`src/hw/rtl/nearest_scale_fit_address_gen_assert.svh`:
```
// Assertion macros for the fit address generator.
`ifndef NEAREST_SCALE_FIT_ADDRESS_GEN_ASSERT_SVH
`define NEAREST_SCALE_FIT_ADDRESS_GEN_ASSERT_SVH

`define NSF_ASSERT_IMP(label, clk, rst, ante, cons) \
   label: assert property (@(posedge clk) disable iff (rst) (ante) |-> (cons)) \
      else $error("nsf check failed");

`define NSF_ASSERT_NEXT(label, clk, rst, ante, cons) \
   label: assert property (@(posedge clk) disable iff (rst) (ante) |=> (cons)) \
      else $error("nsf check failed");

`endif

```
`src/hw/rtl/nsf_pkg.sv`:
```
`timescale 1ns / 1ps
`default_nettype none
package nsf_pkg;
   localparam int CSR_INDEX_W = 3;
   localparam int CSR_DATA_W  = 14;

   localparam logic [CSR_INDEX_W-1:0] CSR_SRC_WIDTH   = 3'd0;
   localparam logic [CSR_INDEX_W-1:0] CSR_SRC_HEIGHT  = 3'd1;
   localparam logic [CSR_INDEX_W-1:0] CSR_DISP_WIDTH  = 3'd2;
   localparam logic [CSR_INDEX_W-1:0] CSR_DISP_HEIGHT = 3'd3;
   localparam logic [CSR_INDEX_W-1:0] CSR_ROW_PITCH   = 3'd4;

   localparam int MAX_DIM = 4096;
   localparam int QUOT_W  = 12;
   localparam int CELLS   = QUOT_W;

   typedef enum logic [2:0] {
      FIT_LOAD, FIT_MUL, FIT_SEL, FIT_DIV, FIT_FIN, FIT_OFS, FIT_IDLE
   } nsf_fit_state_type;

   typedef struct packed {
      logic        ready;
      logic [12:0] sw;
      logic [12:0] sh;
      logic [12:0] fw;
      logic [12:0] fh;
      logic [11:0] hx;
      logic [11:0] hy;
      logic [13:0] pitch;
   } nsf_fit_type;

   typedef struct packed {
      logic        valid;
      logic        in_range;
      logic [12:0] rem_x;
      logic [11:0] dq_x;
      logic [12:0] rem_y;
      logic [11:0] dq_y;
      logic [11:0] disp_x;
      logic [11:0] disp_y;
      logic [24:0] fb_offset;
   } nsf_stage_type;
endpackage
`default_nettype wire

```
`src/hw/rtl/nsf_req_if.sv`:
```
`timescale 1ns / 1ps
`default_nettype none
interface nsf_req_if;
   logic        valid;
   logic        ready;
   logic [11:0] out_x;
   logic [11:0] out_y;
   modport source (output valid, output out_x, output out_y, input ready);
   modport sink (input valid, input out_x, input out_y, output ready);
endinterface
`default_nettype wire

```
`src/hw/rtl/nsf_rsp_if.sv`:
```
`timescale 1ns / 1ps
`default_nettype none
interface nsf_rsp_if;
   logic        valid;
   logic        ready;
   logic        in_range;
   logic [11:0] src_x;
   logic [11:0] src_y;
   logic [11:0] disp_x;
   logic [11:0] disp_y;
   logic [24:0] fb_offset;
   logic [12:0] fit_width;
   logic [12:0] fit_height;
   modport source (output valid, output in_range, output src_x, output src_y,
      output disp_x, output disp_y, output fb_offset, output fit_width,
      output fit_height, input ready);
   modport sink (input valid, input in_range, input src_x, input src_y,
      input disp_x, input disp_y, input fb_offset, input fit_width,
      input fit_height, output ready);
endinterface
`default_nettype wire

```
`src/hw/rtl/nsf_fit.sv`:
```
`timescale 1ns / 1ps
`default_nettype none
module nsf_fit (
   input  wire logic                             clock,
   input  wire logic                             reset,
   input  wire logic                             csr_we,
   input  wire logic [nsf_pkg::CSR_INDEX_W-1:0]  csr_index,
   input  wire logic [nsf_pkg::CSR_DATA_W-1:0]   csr_wdata,
   output nsf_pkg::nsf_fit_type                  fit
);
   import nsf_pkg::*;

   localparam int CMP_W = $clog2(MAX_DIM + 1) + 14;

   function automatic logic [12:0] sat_dim(input logic [12:0] v);
      logic [12:0] r;
      r = v;
      if (v == 13'd0) r = 13'd1;
      else if (CMP_W'(v) > CMP_W'(MAX_DIM)) r = 13'(MAX_DIM);
      return r;
   endfunction

   nsf_fit_state_type state_ff, state_in;
   logic [12:0] src_w_ff, src_w_in, src_h_ff, src_h_in;
   logic [12:0] dsp_w_ff, dsp_w_in, dsp_h_ff, dsp_h_in;
   logic [13:0] pitch_ff, pitch_in;
   logic [12:0] sw_ff, sw_in, sh_ff, sh_in, dw_ff, dw_in, dh_ff, dh_in;
   logic [25:0] p1_ff, p1_in, p2_ff, p2_in;
   logic        wide_ff, wide_in;
   logic [12:0] div_ff, div_in;
   logic [12:0] rem_ff, rem_in;
   logic [11:0] dq_ff, dq_in;
   logic [3:0]  cnt_ff, cnt_in;
   logic [12:0] fw_ff, fw_in, fh_ff, fh_in;
   logic [11:0] hx_ff, hx_in, hy_ff, hy_in;
   logic [13:0] rem_sh;
   logic [12:0] q13;
   logic        down;

   always_ff @(posedge clock) begin
      if (reset) begin
         state_ff <= FIT_LOAD;
         src_w_ff <= 13'd1;
         src_h_ff <= 13'd1;
         dsp_w_ff <= 13'd1;
         dsp_h_ff <= 13'd1;
         pitch_ff <= 14'd1;
      end else begin
         state_ff <= state_in;
         src_w_ff <= src_w_in;
         src_h_ff <= src_h_in;
         dsp_w_ff <= dsp_w_in;
         dsp_h_ff <= dsp_h_in;
         pitch_ff <= pitch_in;
      end
      sw_ff   <= sw_in;
      sh_ff   <= sh_in;
      dw_ff   <= dw_in;
      dh_ff   <= dh_in;
      p1_ff   <= p1_in;
      p2_ff   <= p2_in;
      wide_ff <= wide_in;
      div_ff  <= div_in;
      rem_ff  <= rem_in;
      dq_ff   <= dq_in;
      cnt_ff  <= cnt_in;
      fw_ff   <= fw_in;
      fh_ff   <= fh_in;
      hx_ff   <= hx_in;
      hy_ff   <= hy_in;
   end

   always_comb begin
      state_in = state_ff;
      src_w_in = src_w_ff;
      src_h_in = src_h_ff;
      dsp_w_in = dsp_w_ff;
      dsp_h_in = dsp_h_ff;
      pitch_in = pitch_ff;
      sw_in    = sw_ff;
      sh_in    = sh_ff;
      dw_in    = dw_ff;
      dh_in    = dh_ff;
      p1_in    = p1_ff;
      p2_in    = p2_ff;
      wide_in  = wide_ff;
      div_in   = div_ff;
      rem_in   = rem_ff;
      dq_in    = dq_ff;
      cnt_in   = cnt_ff;
      fw_in    = fw_ff;
      fh_in    = fh_ff;
      hx_in    = hx_ff;
      hy_in    = hy_ff;
      rem_sh   = {rem_ff, dq_ff[11]};
      q13      = (dq_ff == 12'd0) ? 13'd1 : {1'b0, dq_ff};
      down     = (sw_ff > dw_ff) || (sh_ff > dh_ff);

      case (state_ff)
         FIT_LOAD: begin
            sw_in    = sat_dim(src_w_ff);
            sh_in    = sat_dim(src_h_ff);
            dw_in    = sat_dim(dsp_w_ff);
            dh_in    = sat_dim(dsp_h_ff);
            state_in = FIT_MUL;
         end
         FIT_MUL: begin
            p1_in    = {13'd0, sw_ff} * {13'd0, dh_ff};
            p2_in    = {13'd0, sh_ff} * {13'd0, dw_ff};
            state_in = FIT_SEL;
         end
         FIT_SEL: begin
            wide_in  = p1_ff > p2_ff;
            div_in   = (p1_ff > p2_ff) ? sw_ff : sh_ff;
            rem_in   = (p1_ff > p2_ff) ? p2_ff[24:12] : p1_ff[24:12];
            dq_in    = (p1_ff > p2_ff) ? p2_ff[11:0] : p1_ff[11:0];
            cnt_in   = 4'd0;
            state_in = FIT_DIV;
         end
         FIT_DIV: begin
            if (rem_sh >= {1'b0, div_ff}) begin
               rem_in = 13'(rem_sh - {1'b0, div_ff});
               dq_in  = {dq_ff[10:0], 1'b1};
            end else begin
               rem_in = rem_sh[12:0];
               dq_in  = {dq_ff[10:0], 1'b0};
            end
            cnt_in = cnt_ff + 4'd1;
            if (cnt_ff == 4'(QUOT_W - 1)) state_in = FIT_FIN;
         end
         FIT_FIN: begin
            if (!down) begin
               fw_in = sw_ff;
               fh_in = sh_ff;
            end else if (wide_ff) begin
               fw_in = dw_ff;
               fh_in = q13;
            end else begin
               fw_in = q13;
               fh_in = dh_ff;
            end
            state_in = FIT_OFS;
         end
         FIT_OFS: begin
            hx_in    = 12'((dw_ff - fw_ff) >> 1);
            hy_in    = 12'((dh_ff - fh_ff) >> 1);
            state_in = FIT_IDLE;
         end
         FIT_IDLE: begin
            state_in = FIT_IDLE;
         end
         default: begin
            state_in = FIT_LOAD;
         end
      endcase

      if (csr_we) begin
         state_in = FIT_LOAD;
         case (csr_index)
            CSR_SRC_WIDTH:   src_w_in = csr_wdata[12:0];
            CSR_SRC_HEIGHT:  src_h_in = csr_wdata[12:0];
            CSR_DISP_WIDTH:  dsp_w_in = csr_wdata[12:0];
            CSR_DISP_HEIGHT: dsp_h_in = csr_wdata[12:0];
            CSR_ROW_PITCH:   pitch_in = csr_wdata;
            default: begin
            end
         endcase
      end
   end

   assign fit.ready = (state_ff == FIT_IDLE);
   assign fit.sw    = sw_ff;
   assign fit.sh    = sh_ff;
   assign fit.fw    = fw_ff;
   assign fit.fh    = fh_ff;
   assign fit.hx    = hx_ff;
   assign fit.hy    = hy_ff;
   assign fit.pitch = pitch_ff;
endmodule
`default_nettype wire

```
`src/hw/rtl/nsf_cell.sv`:
```
`timescale 1ns / 1ps
`default_nettype none
module nsf_cell (
   input  wire logic                   clock,
   input  wire logic                   reset,
   input  wire logic                   advance,
   input  wire logic [12:0]            div_x,
   input  wire logic [12:0]            div_y,
   input  wire nsf_pkg::nsf_stage_type stage_in,
   output nsf_pkg::nsf_stage_type      stage_out
);
   import nsf_pkg::*;

   nsf_stage_type stage_ff, stage_in_c;
   logic [13:0] sh_x, sh_y;

   always_comb begin
      stage_in_c = stage_in;
      sh_x = {stage_in.rem_x, stage_in.dq_x[11]};
      sh_y = {stage_in.rem_y, stage_in.dq_y[11]};
      if (sh_x >= {1'b0, div_x}) begin
         stage_in_c.rem_x = 13'(sh_x - {1'b0, div_x});
         stage_in_c.dq_x  = {stage_in.dq_x[10:0], 1'b1};
      end else begin
         stage_in_c.rem_x = sh_x[12:0];
         stage_in_c.dq_x  = {stage_in.dq_x[10:0], 1'b0};
      end
      if (sh_y >= {1'b0, div_y}) begin
         stage_in_c.rem_y = 13'(sh_y - {1'b0, div_y});
         stage_in_c.dq_y  = {stage_in.dq_y[10:0], 1'b1};
      end else begin
         stage_in_c.rem_y = sh_y[12:0];
         stage_in_c.dq_y  = {stage_in.dq_y[10:0], 1'b0};
      end
   end

   always_ff @(posedge clock) begin
      if (reset) begin
         stage_ff.valid <= 1'b0;
      end else if (advance) begin
         stage_ff <= stage_in_c;
      end
   end

   assign stage_out = stage_ff;
endmodule
`default_nettype wire

```
`src/hw/rtl/nearest_scale_fit_address_gen.sv`:
```
`timescale 1ns / 1ps
`default_nettype none
// Fit-to-display nearest-neighbour address generator. One coordinate word is
// taken per clock while the chain advances and the fit is ready: one front stage
// forms the products and the display offset, then a chain of 12 divider
// cells each produces one quotient bit of src_x and src_y. A stalled result
// word holds the whole chain. After reset and after every csr write, a serial
// divider recomputes the fitted size, and req_ch.ready stays low until it
// has passed its load, multiply, select, divide, finish and offset states.
module nearest_scale_fit_address_gen (
   input  wire logic                             clock,
   input  wire logic                             reset,
   nsf_req_if.sink                               req_ch,
   nsf_rsp_if.source                             rsp_ch,
   input  wire logic                             csr_we,
   input  wire logic [nsf_pkg::CSR_INDEX_W-1:0]  csr_index,
   input  wire logic [nsf_pkg::CSR_DATA_W-1:0]   csr_wdata
);
   import nsf_pkg::*;

   nsf_fit_type   fit;
   nsf_stage_type stages [CELLS+1];
   nsf_stage_type front_in, front_ff;
   logic          advance;
   logic [24:0]   px, py;
   logic [11:0]   dx, dy;
   logic [25:0]   prod;

   nsf_fit u_fit (
      .clock(clock), .reset(reset), .csr_we(csr_we), .csr_index(csr_index),
      .csr_wdata(csr_wdata), .fit(fit)
   );

   assign advance      = !stages[CELLS].valid || rsp_ch.ready;
   assign req_ch.ready = advance && fit.ready;

   always_comb begin
      px   = {13'd0, req_ch.out_x} * {12'd0, fit.sw};
      py   = {13'd0, req_ch.out_y} * {12'd0, fit.sh};
      dx   = fit.hx + req_ch.out_x;
      dy   = fit.hy + req_ch.out_y;
      prod = {14'd0, dy} * {12'd0, fit.pitch};
      front_in.valid     = req_ch.valid && req_ch.ready;
      front_in.in_range  = ({1'b0, req_ch.out_x} < fit.fw) &&
                           ({1'b0, req_ch.out_y} < fit.fh);
      front_in.rem_x     = px[24:12];
      front_in.dq_x      = px[11:0];
      front_in.rem_y     = py[24:12];
      front_in.dq_y      = py[11:0];
      front_in.disp_x    = dx;
      front_in.disp_y    = dy;
      front_in.fb_offset = 25'(prod) + {13'd0, dx};
   end

   always_ff @(posedge clock) begin
      if (reset) begin
         front_ff.valid <= 1'b0;
      end else if (advance) begin
         front_ff <= front_in;
      end
   end

   assign stages[0] = front_ff;

   for (genvar k = 0; k < CELLS; k++) begin : g_cell
      nsf_cell u_cell (
         .clock(clock), .reset(reset), .advance(advance),
         .div_x(fit.fw), .div_y(fit.fh),
         .stage_in(stages[k]), .stage_out(stages[k+1])
      );
   end

   assign rsp_ch.valid      = stages[CELLS].valid;
   assign rsp_ch.in_range   = stages[CELLS].in_range;
   assign rsp_ch.src_x      = stages[CELLS].in_range ? stages[CELLS].dq_x : 12'd0;
   assign rsp_ch.src_y      = stages[CELLS].in_range ? stages[CELLS].dq_y : 12'd0;
   assign rsp_ch.disp_x     = stages[CELLS].in_range ? stages[CELLS].disp_x : 12'd0;
   assign rsp_ch.disp_y     = stages[CELLS].in_range ? stages[CELLS].disp_y : 12'd0;
   assign rsp_ch.fb_offset  = stages[CELLS].in_range ? stages[CELLS].fb_offset : 25'd0;
   assign rsp_ch.fit_width  = fit.fw;
   assign rsp_ch.fit_height = fit.fh;

`include "nearest_scale_fit_address_gen_assert.svh"

   `NSF_ASSERT_NEXT(a_write_stalls, clock, reset, csr_we, !req_ch.ready)
   `NSF_ASSERT_IMP(a_fit_nonzero, clock, reset, fit.ready,
      fit.fw != 13'd0 && fit.fh != 13'd0)
   `NSF_ASSERT_IMP(a_fit_bounded, clock, reset, fit.ready,
      fit.fw <= fit.sw || fit.fw == 13'd1)
endmodule
`default_nettype wire
```
`src/flat_wrapper.sv`:
```
// flat-port wrapper written by rule: the top's interface ports become plain ports
module nearest_scale_fit_address_gen_flat import nsf_pkg::*;
  (clock, reset, csr_we, csr_index, csr_wdata, req_ch_valid, req_ch_out_x, req_ch_out_y, req_ch_ready, rsp_ch_valid, rsp_ch_in_range, rsp_ch_src_x, rsp_ch_src_y, rsp_ch_disp_x, rsp_ch_disp_y, rsp_ch_fb_offset, rsp_ch_fit_width, rsp_ch_fit_height, rsp_ch_ready);
  nsf_req_if req_ch_i ();
  nsf_rsp_if rsp_ch_i ();
  input  wire logic clock;
  input  wire logic reset;
  input  wire logic csr_we;
  input  wire logic [nsf_pkg::CSR_INDEX_W-1:0] csr_index;
  input  wire logic [nsf_pkg::CSR_DATA_W-1:0] csr_wdata;
  input wire logic [$bits(req_ch_i.valid)-1:0] req_ch_valid;
  input wire logic [$bits(req_ch_i.out_x)-1:0] req_ch_out_x;
  input wire logic [$bits(req_ch_i.out_y)-1:0] req_ch_out_y;
  output wire logic [$bits(req_ch_i.ready)-1:0] req_ch_ready;
  output wire logic [$bits(rsp_ch_i.valid)-1:0] rsp_ch_valid;
  output wire logic [$bits(rsp_ch_i.in_range)-1:0] rsp_ch_in_range;
  output wire logic [$bits(rsp_ch_i.src_x)-1:0] rsp_ch_src_x;
  output wire logic [$bits(rsp_ch_i.src_y)-1:0] rsp_ch_src_y;
  output wire logic [$bits(rsp_ch_i.disp_x)-1:0] rsp_ch_disp_x;
  output wire logic [$bits(rsp_ch_i.disp_y)-1:0] rsp_ch_disp_y;
  output wire logic [$bits(rsp_ch_i.fb_offset)-1:0] rsp_ch_fb_offset;
  output wire logic [$bits(rsp_ch_i.fit_width)-1:0] rsp_ch_fit_width;
  output wire logic [$bits(rsp_ch_i.fit_height)-1:0] rsp_ch_fit_height;
  input wire logic [$bits(rsp_ch_i.ready)-1:0] rsp_ch_ready;
  assign req_ch_i.valid = req_ch_valid;
  assign req_ch_i.out_x = req_ch_out_x;
  assign req_ch_i.out_y = req_ch_out_y;
  assign req_ch_ready = req_ch_i.ready;
  assign rsp_ch_valid = rsp_ch_i.valid;
  assign rsp_ch_in_range = rsp_ch_i.in_range;
  assign rsp_ch_src_x = rsp_ch_i.src_x;
  assign rsp_ch_src_y = rsp_ch_i.src_y;
  assign rsp_ch_disp_x = rsp_ch_i.disp_x;
  assign rsp_ch_disp_y = rsp_ch_i.disp_y;
  assign rsp_ch_fb_offset = rsp_ch_i.fb_offset;
  assign rsp_ch_fit_width = rsp_ch_i.fit_width;
  assign rsp_ch_fit_height = rsp_ch_i.fit_height;
  assign rsp_ch_i.ready = rsp_ch_ready;
  nearest_scale_fit_address_gen u_core (.clock(clock), .reset(reset), .req_ch(req_ch_i), .rsp_ch(rsp_ch_i), .csr_we(csr_we), .csr_index(csr_index), .csr_wdata(csr_wdata));
endmodule
```
`config.mk`:
```
export PLATFORM = sky130hd
export DESIGN_NAME = nearest_scale_fit_address_gen_flat
export DESIGN_NICKNAME = d
export VERILOG_FILES = /design/src/hw/rtl/nsf_pkg.sv /design/src/hw/rtl/nsf_req_if.sv /design/src/hw/rtl/nsf_rsp_if.sv /design/src/hw/rtl/nsf_fit.sv /design/src/hw/rtl/nsf_cell.sv /design/src/hw/rtl/nearest_scale_fit_address_gen.sv /design/src/flat_wrapper.sv
export VERILOG_INCLUDE_DIRS = /design/src /design/src/hw/rtl
export SDC_FILE = /design/constraint.sdc
export NUM_CORES = 2
export LEC_CHECK = 0
export ABC_AREA = 1
export BUFFER_PORTS_ARGS = -buffer_cell sky130_fd_sc_hd__clkbuf_2
export CORE_AREA = 2 2 900 454
export CTS_CLUSTER_SIZE = 25
export DETAILED_ROUTE_END_ITERATION = 6
export DIE_AREA = 0 0 902 456
export PLACE_DENSITY = 0.37
export SYNTH_ARGS = -nofsm -noshare
export SYNTH_HDL_FRONTEND = slang
export SYNTH_SLANG_ARGS = --single-unit
```
`constraint.sdc`:
```
create_clock -name clock -period 76 [get_ports clock]
set_clock_uncertainty 0.05 [all_clocks]
set_input_delay 3.8 -clock clock [delete_from_list [all_inputs] [get_ports clock]]
set_output_delay 3.8 -clock clock [all_outputs]
set_load 0.05 [all_outputs]
```
; After elaboration in Yosys (flattened, before gate mapping)
; Cells that the tools add are included.
[totals]
out_inout_bits = 102
register_bits = 1553
inputBits = 46
wordCells = 295
[classes]
eq_ne = 12
n_mul = 5
n_addsub = 29
n_mux = 48
n_lt_le_gt_ge = 34
n_bitwise = 1
n_reduce_logical = 26
[ops]
columns = operator, n
row1 = 2-to-1 mux 25 bit, 23
row2 = >= comparator 14 x 13 -> 1 bit, 25
row3 = subtractor 13 bit, 25
row4 = 2-to-1 mux 13 bit, 11
row5 = 2-to-1 mux 12 bit, 6
row6 = > comparator 13 bit (second input constant), 4
row7 = logical NOT 13 bit, 4
row8 = multiplier 13 x 13 -> 26 bit, 2
row9 = multiplier 12 x 13 -> 25 bit, 2
row10 = > comparator 13 bit, 2
row11 = > comparator 26 bit, 1
row12 = less-than comparator 12 x 13 -> 1 bit, 2
row13 = case mux 13 bit (2 select lines), 1
row14 = adder 25 x 12 -> 25 bit, 1
row15 = multiplier 12 x 14 -> 25 bit, 1
row16 = adder 12 bit, 2
row17 = case mux 12 bit (2 select lines), 1
row18 = case mux 3 bit (6 select lines), 1
row19 = equality test 3 x 2 -> 1 bit (second input constant), 4
row20 = equality test 3 bit (second input constant), 4
row21 = logical NOT 12 bit, 1
row22 = AND reduction 2 bit, 6
row23 = OR reduction 2 bit, 6
row24 = case mux 4 bit (2 select lines), 1
row25 = other kinds (12), 19

; Longest topological paths before layout
[logic_depth]
word_depth = 4
ltp_mapped = 30
depth_no_buf = 30

; Modules after synthesis
; A second synthesis with hierarchy kept.
[hier_totals]
hier_cells = 12179
area_unflattened_um2 = 111219.2
[by_module_without_submodules]
columns = mod, seq_area_each_um2, instances, area_each_um2, cells_per_inst
row1 = nsf_cell (u_core.g_cell[10].u_cell ...), 3022.9, 6, 5383.9, 528
row2 = nsf_fit, 7297.0, 1, 25409.4, 3144
row3 = nearest_scale_fit_address_gen, 3022.9, 1, 21569.4, 2708
row4 = nsf_cell (u_core.g_cell[6].u_cell ...), 3022.9, 4, 5317.6, 526
row5 = nsf_cell (u_core.g_cell[5].u_cell), 3022.9, 1, 5371.4, 527
row6 = nsf_cell (u_core.g_cell[0].u_cell), 3022.9, 1, 5295.1, 528

; Worst setup path after synthesis
; OpenSTA, ideal clock, no wires.
[synth_timing]
path_kind = input port to flip-flop
startpoint = in rsp_ch_ready
endpoint = reg u_core.front_ff[0] in the netlist's numbering (enable)
path_slack_ns = 16.309
n_path_buf = 1
cell_stages = 3
setup_ns = 2.957
arrival_time_ns = 56.684
t_required_ns = 72.993
path_cell_list = nor2_1 > clkbuf_1 > nor2_1
[synth_via]
elab_chain_len = 2
[synth_lines]
columns = element, line
row1 = "start, declared", flat_wrapper.sv:24  ; input wire logic [$bits(rsp_ch_i.ready)-1:0] rsp_ch_ready;
row2 = logical OR 1 bit, nearest_scale_fit_address_gen.sv:34  ; assign advance = !stages[CELLS].valid || rsp_ch.ready;
row3 = AND reduction 2 bit (no line), --
row4 = "end signal, assigned", nearest_scale_fit_address_gen.sv:59  ; front_ff <= front_in;
row5 = "end, declared", nearest_scale_fit_address_gen.sv:23  ; nsf_stage_type front_in, front_ff;
; No other way between the ends.
; A chain may end at the register's enable or synchronous reset.

==> run metrics <==
status=finished with violations; violated checks=design-rule violations; Comb power frac=0.398; CTS tree=done; die area=approximately 410,000 um2; Sw Ratio=0.402; Synth area leader=edfxtp_1; dpl hpwl=~240 mm; clk slew on worst S/H paths=0.06 ns; hold_ws=0.328 ns; Sink Count=approximately 1,600; site row count=165; core area=between 400,000 and 500,000 um2; GRT overflow=0; CP Depth=25; R2R setup slack=68.74 ns; Post-layout nets=11,600; unrepaired setup endpoints after global routing=false; number of global-route vias before repair=68,300; Worst slew margin=0.131; WP buf/inv=7; # hold bufs at CTS=0; Leak=0.0496 uW; switching pwr=around 1400 uW; clock group share of total power=0.244; Seq. cell area=roughly 46,000 um2; CP max stage delay=~0.58 ns; Yosys reg bits=around 1,600; Final Slew Violations=0; Initial Util=0.249; GRT Overall Usage=0.155; main combinational cell family by area after synthesis=adder cells; Worst Tran Pin Value=1.29 ns; Chip Width=roughly 900 um; htree depth=4; Placer Congestion=0.873; clk_lat worst skew=0.90 ns; Die H=approximately 460 um; post-synthesis compound-gate area fraction=0.0694; startpoint types=input pin; Crit Reg-Reg Startpoint=u_core.u_fit.hy_ff[2]; vias=70,100; synthesized-area fraction occupied by and/or/nand/nor cells=0.146; register share of total power=0.358; area grow syn2layout=12.3%; ys async rst share=0; vias per cell=4.45; post-synthesis adder-cell area fraction=0.221; Mapped Area=between 100,000 and 150,000 um2; layout cells sized above 1=0.0668; fin crit share=0.133; cts bufs inserted=172; residual DRC count=3; Netlist cell types=52; Area contributors post-synth=edfxtp_1 44%, fa_1 12%, ha_1 9.7%, nand2_1 8.4%, inv_1 6.1%; first drt pass iteration count=7; Setup Viol. Count Final=0; Req. time, crit path=76.52 ns; max cap viols=0; Mapped Avg Cell Area=10.0 um2; CTS Root Cell=clkbuf_16; Power Density=31.2 nW/um2; Setup CP Type=input pin to flop; syn nets=11,500; Final Critical Period=10.13 ns; post-route ant nets=0; post-CTS sizing=0; Post-CTS Setup Repair Bufs=0; Max VDD drop=about 0.017 mV; mux contribution to synthesized area=0; Iteration-0 DRC Markers=approximately 6,300; first-pass GRT wire length=475 mm; Worst Reg-to-Reg Cells=25; initial antenna violation count=40; total negative slack=0 ns; largest net degree at the start of global routing=184; share of the synthesized area in the top cell type=0.440; CP Data Arrival Time=10.65 ns; post-synthesis xor/xnor area fraction=0.0304; Multi-input gate area=47,000 um2; sequential element share of the synthesized area=0.456; Power Internal=about 2100 uW; Post-Route WL=about 320 mm; r2r endpoint=u_core.front_ff[20]; I/O Buffers=approximately 150; worst min-delay path category=flop to flop; critical path capture point type=flop; Power Total=3520 uW; crit path launch=req_ch_out_y[0]; number of flops mapped to enable cells by yosys=1,471; Post-Syn Instances=10,000; Largest delay share family, worst path=adder cells; slowest CP cell=inv_1; Most used DFF post-synth=edfxtp_1; wire per inst=20.5 um; crit path to=u_core.front_ff[20]; Max Clk Rate=0.0987 GHz; worst-case clock buffer depth=4; Layout fillers=roughly 42,000; critical path peak fanout=15; IO Count=between 100 and 150; Fin. Hold Viols=0; YS warnings=0
area by class of cell:
class | count | share of cell area
repair buffers | 248 | 0.0136
multi-input cells | 6562 | 0.416
well taps | 5427 | 0.0602
clock inverters | 99 | 0.00918
clock buffers | 201 | 0.0396
diodes | 5 | 0.000111
inverters | 1650 | 0.0549
flip-flops and latches | 1553 | 0.406
synth_stat cells, types with 26 or more instances:
master,n
o21ai_2,32
a21oi_1,450
a21o_1,58
dfxtp_1,82
edfxtp_1,1471
nand4_1,75
buf_6,32
ha_1,782
nand3_1,430
xor2_1,223
buf_4,51
nand2_1,2236
a31oi_1,54
inv_1,1622
inv_2,26
fa_1,619
xnor2_1,124
clkbuf_1,173
o21bai_1,78
o21ai_1,154
nor2_1,605
o21ai_0,377
nor3_1,89
power groups by stage:
stage	Combinational [uW]	Clock, uW	Sequential [uW]
after floorplan	981	0	1280
after global placement	1380	0	1280
after detailed placement	1370	0	1270
after CTS	1380	900	1260
after global routing	1570	931	1270
final	1400	859	1260
worst reg2reg max path: cells and delay by family, from the launching register on:
kind	cells	cell delay, ns
flip-flops	1	0.45
adder cells (fa/ha/maj)	7	3.06
XOR/XNOR	2	0.81
AND/OR/NAND/NOR	10	1.73
buffers and inverters	6	0.85
worst min path at each step:
stage                                      startpoint                                     end  slack, ns  cells past startpoint
2_1_floorplan                      u_core.front_ff[0]    u_core.g_cell[0].u_cell.stage_out[0]       0.35                      0
3_3_place_gp    u_core.g_cell[7].u_cell.stage_out[57]   u_core.g_cell[8].u_cell.stage_out[58]       0.35                      0
3_5_place_dp                      u_core.front_ff[38]   u_core.g_cell[0].u_cell.stage_out[38]       0.35                      0
4_1_cts         u_core.g_cell[5].u_cell.stage_out[12]   u_core.g_cell[6].u_cell.stage_out[12]       0.32                      0
5_1_grt        u_core.g_cell[10].u_cell.stage_out[15]  u_core.g_cell[11].u_cell.stage_out[15]       0.33                      0
6_report        u_core.g_cell[6].u_cell.stage_out[14]   u_core.g_cell[7].u_cell.stage_out[14]       0.33                      0
layout by cell type (no fill, tap or decap), types with 8 or more instances in the layout:
master      Yosys  final
clkinv_2        0     31
nor2_1        605    599
o21ai_2        32     33
a21oi_2        21     21
fa_1          619    619
o21ai_1       154    154
a21oi_1       450    450
dfxtp_1        82     82
nor4_1         14     14
edfxtp_1     1471   1471
ha_1          782    782
xnor2_1       124    123
o211ai_1        9      9
nand4_1        75     75
nor2_2         25     27
inv_2          26     43
inv_1        1622   1603
buf_4          51     98
o21bai_1       78     78
xor2_1        223    223
nand3_2        25     25
a31oi_1        54     54
nor3_2          9      9
nand2_1      2236   2236
clkbuf_16       0    174
clkbuf_1      173     26
clkinvlp_4      0     13
bufinv_16       0     17
a21o_1         58     58
nor3_1         89     89
nand3_1       430    430
o21ai_0       377    376
clkbuf_2        0    147
nand3b_1       24     24
clkinv_1        2     22
nand2_2         8      8
kinds of logic after synthesis:
family	count (synthesis)
compound gates	1254
fa+ha+maj	1401
flops	1553
simple gates	3559
buf+inv	1933
xor+xnor	348
state kept, by name, indices dropped and copies added (netlist names), 14 cells and up:
| name | cells |
|---|---|
| u_core.front_ff | 101 |
| u_core.g_cell.u_cell.stage_out | 1186 |
| u_core.u_fit.p1_ff | 26 |
| u_core.u_fit.p2_ff | 26 |
| u_core.u_fit.pitch_ff | 14 |
metal layers:
| layer | vias up | part of all wire | track usage |
|---|---|---|---|
| met5 | - | 0.000046 | 0 |
| met4 | 2 | 0.016 | 0.0241 |
| met3 | 315 | 0.070 | 0.0324 |
| met2 | 2018 | 0.34 | 0.183 |
| met1 | 34500 | 0.57 | 0.272 |
| li1 | 33300 | - | - |
through the flow:
stage / area (um2) / std cells / worst slack (ns) / utilization
after detailed placement: 107000 / 15400 / 65.09 / 0.266
after floorplan: 100000 / 10000 / 16.31 / -
after CTS: 113000 / 15700 / 66.01 / 0.280
after global routing: 113000 / 15700 / 65.56 / 0.280
final: 113000 / 15700 / 65.87 / 0.280
after global placement: 107000 / 15400 / 65.09 / 0.266
No activity file was read; power rests on OpenSTA's default activity.
